===== config.mk =====
export PLATFORM = sky130hd
export DESIGN_NAME = distance_vector_route_table
export DESIGN_NICKNAME = d
export VERILOG_FILES = /design/src/rtl/core/dvrt_pkg.sv /design/src/rtl/core/dvrt_ram.sv /design/src/rtl/core/distance_vector_route_table.sv
export VERILOG_INCLUDE_DIRS = /design/src /design/src/rtl/core
export SDC_FILE = /design/constraint.sdc
export NUM_CORES = 2
export LEC_CHECK = 0
export BUFFER_PORTS_ARGS = -buffer_cell sky130_fd_sc_hd__buf_2
export CAP_MARGIN = 20
export CORE_ASPECT_RATIO = 2
export CORE_MARGIN = 2
export CORE_UTILIZATION = 40
export DETAILED_ROUTE_END_ITERATION = 8
export SYNTH_ARGS = -nofsm -noshare
export SYNTH_HDL_FRONTEND = slang
export SYNTH_SLANG_ARGS = --single-unit

===== constraint.sdc =====
create_clock -name clk_i -period 11.7 [get_ports clk_i]
set_input_delay 1.755 -clock clk_i [delete_from_list [all_inputs] [get_ports clk_i]]
set_output_delay 1.755 -clock clk_i [all_outputs]
set_load 0.01 [all_outputs]

===== src/rtl/core/distance_vector_route_table_macros.svh =====
// Assertion macros shared by the route table RTL.
`ifndef DISTANCE_VECTOR_ROUTE_TABLE_MACROS_SVH
`define DISTANCE_VECTOR_ROUTE_TABLE_MACROS_SVH
`ifndef SYNTHESIS
// Check a property on every clock edge outside reset.
`define DVRT_ASSERT(lbl, prop, msg) \
  lbl: assert property (@(posedge clk_i) disable iff (!rst_ni) (prop)) else $error(msg);
// Check a property on every clock edge, reset included.
`define DVRT_ASSERT_ALWAYS(lbl, prop, msg) \
  lbl: assert property (@(posedge clk_i) (prop)) else $error(msg);
`else
`define DVRT_ASSERT(lbl, prop, msg)
`define DVRT_ASSERT_ALWAYS(lbl, prop, msg)
`endif
`endif


===== src/rtl/core/dvrt_pkg.sv =====
// Shared constants, codes and widths of the distance-vector route table.
package dvrt_pkg;

  localparam int NODES      = 8;
  localparam int FIELD_W    = 3;
  localparam int COST_W     = 16;
  localparam int ENTRIES    = NODES * NODES;
  localparam int ADDR_W     = $clog2(ENTRIES);
  localparam int CFG_IDX_W  = 1;
  localparam int CFG_DATA_W = 3;

  localparam logic [COST_W-1:0] UNREACHABLE = '1;

  // Request opcodes
  localparam logic OP_WRITE   = 1'b0;
  localparam logic OP_COMPUTE = 1'b1;

  // Configuration register indexes
  localparam logic [CFG_IDX_W-1:0] CFG_SELF_INDEX = 1'b0;
  localparam logic [CFG_IDX_W-1:0] CFG_NODE_COUNT = 1'b1;

  localparam logic [FIELD_W-1:0] SELF_RESET  = 3'd1;
  localparam logic [FIELD_W-1:0] COUNT_RESET = 3'd7;

endpackage


===== src/rtl/core/dvrt_ram.sv =====
// Generic RAM: one write port, two read ports with enable and registered data.
module dvrt_ram #(
  parameter int WIDTH = 16,
  parameter int DEPTH = 64
) (
  input  logic                     clk_i,
  input  logic                     we_i,
  input  logic [$clog2(DEPTH)-1:0] waddr_i,
  input  logic [WIDTH-1:0]         wdata_i,
  input  logic                     re_i,
  input  logic [$clog2(DEPTH)-1:0] raddr_a_i,
  input  logic [$clog2(DEPTH)-1:0] raddr_b_i,
  output logic [WIDTH-1:0]         rdata_a_o,
  output logic [WIDTH-1:0]         rdata_b_o
);

  logic [WIDTH-1:0] mem_q [DEPTH];

  // Write one word
  always_ff @(posedge clk_i) begin
    if (we_i) begin
      mem_q[waddr_i] <= wdata_i;
    end
  end

  // Read two words, hold data while the enable is low
  always_ff @(posedge clk_i) begin
    if (re_i) begin
      rdata_a_o <= mem_q[raddr_a_i];
      rdata_b_o <= mem_q[raddr_b_i];
    end
  end

endmodule


===== src/rtl/core/distance_vector_route_table.sv =====
// Top level of the distance-vector route table: cost memory and route scan.
//
// Usage: requests enter on the in_* channel (valid/stall). A write request
// (op 0) stores new_cost at [row][col] and returns nothing.
// A compute request (op 1) returns node_count results on the out_* channel,
// one per destination 1..node_count, the last flagged by last_o.
// A compute checks one candidate per cycle while the output is not blocked:
// the scan issues one pair of table reads (self row entry, candidate row
// entry) per cycle to the two-read-port cost memory, and the candidate sum
// is compared when the registered read data arrives.
// in_stall_o is high while the scan issues reads; a new request is taken
// while the final result still waits in the output register.
// When a finished result meets a stalled full output register, the scan
// holds in place, read data frozen, and resumes when the result is taken.
// Reset restores self_index 1 and node_count 7 and clears the per-entry
// written flags at once, so the table reads as zero on the diagonal and
// unreachable elsewhere, with no clearing pass.
// Configuration writes (cfg_we_i, cfg_idx_i, cfg_data_i) are registered.
`include "distance_vector_route_table_macros.svh"

module distance_vector_route_table (
  input  logic                              clk_i,
  input  logic                              rst_ni,
  input  logic                              cfg_we_i,
  input  logic [dvrt_pkg::CFG_IDX_W-1:0]    cfg_idx_i,
  input  logic [dvrt_pkg::CFG_DATA_W-1:0]   cfg_data_i,
  input  logic                              in_valid_i,
  output logic                              in_stall_o,
  input  logic                              op_i,
  input  logic [dvrt_pkg::FIELD_W-1:0]      row_i,
  input  logic [dvrt_pkg::FIELD_W-1:0]      col_i,
  input  logic [dvrt_pkg::COST_W-1:0]       new_cost_i,
  output logic                              out_valid_o,
  input  logic                              out_stall_i,
  output logic [dvrt_pkg::FIELD_W-1:0]      dest_o,
  output logic [dvrt_pkg::COST_W-1:0]       route_cost_o,
  output logic                              has_hop_o,
  output logic [dvrt_pkg::FIELD_W-1:0]      next_hop_o,
  output logic                              last_o
);

  import dvrt_pkg::*;

  typedef enum logic {
    ST_IDLE,
    ST_SCAN
  } state_e;

  function automatic logic [ADDR_W-1:0] cost_addr(input logic [FIELD_W-1:0] r,
                                                  input logic [FIELD_W-1:0] c);
    cost_addr = ADDR_W'(r) * ADDR_W'(NODES) + ADDR_W'(c);
  endfunction

  // Configuration
  logic [FIELD_W-1:0] self_index_q;
  logic [FIELD_W-1:0] node_count_q;
  logic [FIELD_W-1:0] count_eff;
  logic               self_oor;

  // Scan control
  state_e             state_q, state_d;
  logic [FIELD_W-1:0] j_q, j_d;
  logic [FIELD_W-1:0] d_q, d_d;
  logic               iss_valid_q, iss_valid_d;
  logic               out_valid_q, out_valid_d;
  logic               move;
  logic               in_acc;

  // Issued read tags
  logic [FIELD_W-1:0] iss_j_q;
  logic [FIELD_W-1:0] iss_d_q;
  logic               iss_first_q;
  logic               iss_last_q;
  logic               iss_lastd_q;

  // Memory and written flags
  logic                  ram_we;
  logic [ADDR_W-1:0]     waddr;
  logic [ADDR_W-1:0]     addr_a;
  logic [ADDR_W-1:0]     addr_b;
  logic [COST_W-1:0]     rdata_a;
  logic [COST_W-1:0]     rdata_b;
  logic [ENTRIES-1:0]    written_q;
  logic                  vld_a_q;
  logic                  vld_b_q;

  // Accumulator
  logic [COST_W-1:0]  best_q;
  logic [FIELD_W-1:0] hop_q;
  logic               found_q;
  logic [COST_W-1:0]  base_best;
  logic [FIELD_W-1:0] base_hop;
  logic               base_found;
  logic [COST_W-1:0]  cost_a;
  logic [COST_W-1:0]  cost_b;
  logic [COST_W:0]    sum;
  logic               take;
  logic [COST_W-1:0]  new_best;
  logic [FIELD_W-1:0] new_hop;
  logic               new_found;

  // Output payload
  logic [FIELD_W-1:0] dest_q;
  logic [COST_W-1:0]  cost_q;
  logic               has_hop_q;
  logic [FIELD_W-1:0] hop_out_q;
  logic               last_q;

  assign count_eff = (int'(node_count_q) > NODES - 1) ? FIELD_W'(NODES - 1) : node_count_q;
  assign self_oor  = (int'(self_index_q) >= NODES);

  // Configuration writes
  always_ff @(posedge clk_i or negedge rst_ni) begin
    if (!rst_ni) begin
      self_index_q <= SELF_RESET;
      node_count_q <= COUNT_RESET;
    end else if (cfg_we_i) begin
      case (cfg_idx_i)
        CFG_SELF_INDEX: self_index_q <= cfg_data_i;
        CFG_NODE_COUNT: node_count_q <= cfg_data_i;
        default: ;
      endcase
    end
  end

  assign in_stall_o = (state_q != ST_IDLE);
  assign in_acc     = in_valid_i && !in_stall_o;

  // Hold the whole scan while a finished result cannot leave
  assign move = !(iss_valid_q && iss_last_q && out_valid_q && out_stall_i);

  // Table writes, out of range entries dropped
  assign ram_we = in_acc && (op_i == OP_WRITE) && (int'(row_i) < NODES) &&
                  (int'(col_i) < NODES);
  assign waddr  = cost_addr(row_i, col_i);
  assign addr_a = cost_addr(self_index_q, j_q);
  assign addr_b = cost_addr(j_q, d_q);

  dvrt_ram #(
    .WIDTH (COST_W),
    .DEPTH (ENTRIES)
  ) u_ram (
    .clk_i     (clk_i),
    .we_i      (ram_we),
    .waddr_i   (waddr),
    .wdata_i   (new_cost_i),
    .re_i      (move),
    .raddr_a_i (addr_a),
    .raddr_b_i (addr_b),
    .rdata_a_o (rdata_a),
    .rdata_b_o (rdata_b)
  );

  // Track written entries; unwritten ones read as their reset value
  always_ff @(posedge clk_i or negedge rst_ni) begin
    if (!rst_ni) begin
      written_q <= '0;
    end else if (ram_we) begin
      written_q[waddr] <= 1'b1;
    end
  end

  // Sequence destinations and candidates
  always_comb begin
    state_d     = state_q;
    j_d         = j_q;
    d_d         = d_q;
    iss_valid_d = iss_valid_q;
    out_valid_d = out_valid_q && out_stall_i;
    if (move) begin
      iss_valid_d = (state_q == ST_SCAN);
      if (iss_valid_q && iss_last_q) begin
        out_valid_d = 1'b1;
      end
    end
    case (state_q)
      ST_IDLE: begin
        if (in_acc && (op_i == OP_COMPUTE) && (count_eff != '0)) begin
          state_d = ST_SCAN;
          j_d     = FIELD_W'(1);
          d_d     = FIELD_W'(1);
        end
      end
      ST_SCAN: begin
        if (move) begin
          if (j_q == count_eff) begin
            j_d = FIELD_W'(1);
            if (d_q == count_eff) begin
              state_d = ST_IDLE;
            end else begin
              d_d = d_q + FIELD_W'(1);
            end
          end else begin
            j_d = j_q + FIELD_W'(1);
          end
        end
      end
      default: state_d = ST_IDLE;
    endcase
  end

  // State and registered outputs
  always_ff @(posedge clk_i or negedge rst_ni) begin
    if (!rst_ni) begin
      state_q     <= ST_IDLE;
      j_q         <= FIELD_W'(1);
      d_q         <= FIELD_W'(1);
      iss_valid_q <= 1'b0;
      out_valid_q <= 1'b0;
    end else begin
      state_q     <= state_d;
      j_q         <= j_d;
      d_q         <= d_d;
      iss_valid_q <= iss_valid_d;
      out_valid_q <= out_valid_d;
    end
  end

  // Compare one candidate against the running best
  always_comb begin
    base_best  = iss_first_q ? ((iss_d_q == self_index_q) ? '0 : UNREACHABLE) : best_q;
    base_hop   = iss_first_q ? '0 : hop_q;
    base_found = iss_first_q ? 1'b0 : found_q;
    if (self_oor) begin
      cost_a = UNREACHABLE;
    end else if (vld_a_q) begin
      cost_a = rdata_a;
    end else begin
      cost_a = (self_index_q == iss_j_q) ? '0 : UNREACHABLE;
    end
    if (vld_b_q) begin
      cost_b = rdata_b;
    end else begin
      cost_b = (iss_j_q == iss_d_q) ? '0 : UNREACHABLE;
    end
    sum       = {1'b0, cost_a} + {1'b0, cost_b};
    take      = (sum <= {1'b0, base_best});
    new_best  = take ? sum[COST_W-1:0] : base_best;
    new_hop   = take ? iss_j_q : base_hop;
    new_found = take || base_found;
  end

  // Advance tags, accumulator and output payload
  always_ff @(posedge clk_i) begin
    if (move) begin
      vld_a_q <= written_q[addr_a];
      vld_b_q <= written_q[addr_b];
      if (state_q == ST_SCAN) begin
        iss_j_q     <= j_q;
        iss_d_q     <= d_q;
        iss_first_q <= (j_q == FIELD_W'(1));
        iss_last_q  <= (j_q == count_eff);
        iss_lastd_q <= (d_q == count_eff);
      end
      if (iss_valid_q) begin
        best_q  <= new_best;
        hop_q   <= new_hop;
        found_q <= new_found;
        if (iss_last_q) begin
          dest_q    <= iss_d_q;
          cost_q    <= new_best;
          has_hop_q <= new_found;
          hop_out_q <= new_hop;
          last_q    <= iss_lastd_q;
        end
      end
    end
  end

  assign out_valid_o  = out_valid_q;
  assign dest_o       = dest_q;
  assign route_cost_o = cost_q;
  assign has_hop_o    = has_hop_q;
  assign next_hop_o   = hop_out_q;
  assign last_o       = last_q;

  `DVRT_ASSERT(a_no_hop_zero, (out_valid_o && !has_hop_o) |-> (next_hop_o == '0), "result without hop reports a nonzero hop")
  `DVRT_ASSERT(a_hold_on_block, (iss_valid_q && !move) |=> (iss_valid_q && $stable(iss_j_q) && $stable(iss_d_q)), "scan moved while the output was blocked")
  `DVRT_ASSERT(a_result_source, $rose(out_valid_o) |-> $past(iss_valid_q && iss_last_q), "result appeared without a finished destination")

endmodule


==> impl_metrics.csv <==
group,metric,value,unit
cells_and_area,area_growth_syn_to_layout,11.2,%
pwr,ir_drop,0.000177,V
routing,dr_total_vias,28400,
die,die_area,141000,sq um
die,rows,192,
cts,cts_buffers,106,
setup_path,end_kind,"register",
yosys,ys_seq_area_share,64.0,%
timing,worstMarginPinSlew,1.10,ns
cells_and_area,drive_gt1_share,40.5,%
timing,relSlewSlack,27.0,%
global_route,overflow,0,
yosys,async_flop_share,6.64,%
cts,post_cts_buffers,0,
die,start_util,40.3,%
cts,clockBufferDepth,3,
yosys,syn-cell-area,55200,sq um
yosys,yosysTopAreaCellShare,60.4,%
yosys,avgSynthCellArea,20.9,sq um
global_route,grtUsageTotal,21.8,%
routing,drcViolationCount,0,
placed_design,port_buffers,57,
timing,hold_viol_final,0,
setup_path,cp-start-kind,"register",
setup_path,arrival,6.43,ns
pwr,finalPower,14.6,mW
die,core,137000,sq um
pwr,leakagePower,19.6,nW
setup_path,critPathMaxFanout,27,
yosys,synthesis.nets,2715,
placed_design,pre_cts_slack,5.73,ns
global_route,antenna_found_initial,7,
global_route,grt_max_degree,122,
routing,drt_iter0_markers,2487,
timing,fin_ws,5.74,ns
routing,drtPass1Iterations,5,
global_route,grt_pass1_vias,31100,
yosys,synth_area_leaders,"edfxtp_1, mux4_2, dfrtp_1, a22oi_1, ha_1",
routing,wire_per_inst,33.5,um
placed_design,hpwl,95900,um
yosys,synth_cell_type_count,56,
setup_path,crit_type,"reg -> reg",
placed_design,place.gp.congestion,0.903,
timing,final.setup_skew,0.0225,ns
cells_and_area,final_common_cell,"edfxtp_1",
timing,fmax,0.168,GHz
yosys,synth_flop_cell,"edfxtp_1",
pwr,power_density,237,nW/um^2
timing,grt_setup_unrepaired,"false",
cts,ctsHoldBuffers,0,
yosys,synth_edf_count,1111,
cells_and_area,layout.nets,2749,
timing,period_share,51.0,%
die,ios,58,
setup_path,required,12.17,ns
cells_and_area,fillCellCount,11400,
status,status,"completed",
global_route,grt_pass1_wl,220000,um
timing,setup_tns,0,ns
yosys,yosys_register_bits,1190,
cts,clock_latency,0.73,ns
timing,min_period,5.96,ns
yosys,netlist_instances,2647,
cts,cts_tree,"yes",
yosys,yosys.area.top_type,"edfxtp_1",
cells_and_area,final_cell_mix,"edfxtp_1, mux4_2, clkbuf_16, dfrtp_1, a22oi_1",
cells_and_area,fin_util,44.8,%
routing,ant_nets,0,
cts,clock_tree.htree_level_count,3,
routing,via_per_inst,6.28,
yosys,yosys_warnings,0,
hold_path,hold_class,"reg -> reg",
die,die_w,267,um
timing,finalSetupViolCount,0,
timing,drv_slew,0,
cts,numClockSinks,1190,
cts,cts_root_buf,"clkbuf_16",
routing,wl,151000,um
cts,cts.clk_slew.worst_paths,0.07,ns
die,die_height,529,um
cts,ctsResizeCount,0,
run,cap_violations,0,
-- layer usage --
metal / GRT usage [%] / part of all wire [%] / wire, um
met1: 24.6 / 34 / 52200
met2: 41.1 / 56 / 85200
met3: 3.29 / 5.4 / 8110
met4: 8.31 / 3.9 / 5930
met5: 0 / 0.023 / 35
-- through the flow --
| step | cell area (sq um) | instances | hold WS (ns) |
|---|---|---|---|
| floorplan | 55200 | 2647 | 0.400 |
| global placement | 57700 | 4312 | 0.421 |
| detailed placement | 57700 | 4312 | 0.408 |
| CTS | 61200 | 4508 | 0.425 |
| global route | 61400 | 4518 | 0.458 |
| finish | 61400 | 4519 | 0.423 |
-- worst max-delay path: stages, from the launching register on --
cell	delay, ns
dfstp_4	0.97
xor2_1	0.23
nor4_2	0.06
buf_4	0.23
a21oi_1	0.14
ha_1	0.22
inv_1	0.08
fa_1	0.46
nor2b_1	0.16
o31a_1	0.22
o21ai_1	0.18
a211o_1	0.33
a211oi_1	0.30
inv_1	0.08
ha_1	0.29
nand3_1	0.08
nand2_1	0.07
a2111oi_0	0.39
a21oi_1	0.13
a211o_1	0.61
mux2_2	0.45
-- cells in the mapped netlist (30+ instances only) --
master	instances
nor2_1	83
ha_1	35
buf_2	44
inv_1	59
buf_4	30
dfrtp_1	73
a21oi_1	47
nand2_1	57
edfxtp_1	1111
or2_2	65
a22oi_1	68
mux4_2	680
clkbuf_1	86
-- state kept, by name (all words and copies together), names as in the netlist, 3 cells and up --
| register | count |
|---|---|
| next_hop_o | 3 |
| iss_j_q | 3 |
| dest_o | 3 |
| self_index_q | 3 |
| iss_d_q | 3 |
| d_q | 3 |
| written_q | 64 |
| u_ram.mem_q | 1024 |
| count_eff | 3 |
| u_ram.rdata_a_o | 16 |
| route_cost_o | 16 |
| best_q | 16 |
| j_q | 3 |
| u_ram.rdata_b_o | 16 |
| hop_q | 3 |
-- report_power, final --
group / internal (mW) / switching [mW] / leakage, nW
registers: 5.01 / 0.265 / 11.1
clock network: 1.99 / 1.62 / 1.72
logic: 2.75 / 2.93 / 6.73
total: 9.74 / 4.82 / 19.6
-- path summary, 6_finish.rpt --
path,from,endpoint,slack [ns],depth (start not counted)
setup / recovery,self_index_q[0]$_DFFE_PN1P_,best_q[0]$_DFFE_PP_,5.74,20
hold / removal,iss_lastd_q$_DFFE_PP_,last_o$_DFFE_PP_,0.42,0
setup reg to reg,self_index_q[0]$_DFFE_PN1P_,best_q[0]$_DFFE_PP_,5.74,20
hold reg to reg,iss_lastd_q$_DFFE_PP_,last_o$_DFFE_PP_,0.42,0
max in group asynchronous,rst_ni,written_q[31]$_DFFE_PN0P_,9.55,2
min in group asynchronous,rst_ni,self_index_q[1]$_DFFE_PN0P_,0.91,1
-- final cells by class --
| cell class | count | area [sq um] | share of cell area [%] |
|---|---|---|---|
| diodes | 4 | 10.0 | 0.0163 |
| clock buffers | 138 | 2870 | 4.68 |
| clock inverters | 58 | 653 | 1.06 |
| inverters | 59 | 221 | 0.361 |
| multi-input cells | 1212 | 19200 | 31.3 |
| flip-flops and latches | 1190 | 35400 | 57.6 |
| well taps | 1746 | 2180 | 3.56 |
| repair buffers | 112 | 891 | 1.45 |
-- cells by family (layout without fill, tap and decap cells) --
logic type / Yosys count / count (layout) / synth area share [%]
flip-flops: 1190 / 1190 / 64.0
multiplexers: 706 / 706 / 28.2
AND/OR/NAND/NOR: 264 / 264 / 2.35
buffers and inverters: 245 / 367 / 2.04
AO/OA/AOI/OAI: 181 / 181 / 2.15
adder cells (fa/ha/maj): 36 / 36 / 0.829
XOR/XNOR: 25 / 25 / 0.396
other: 0 / 4 / 0
Power figures use the tool's default switching activity.
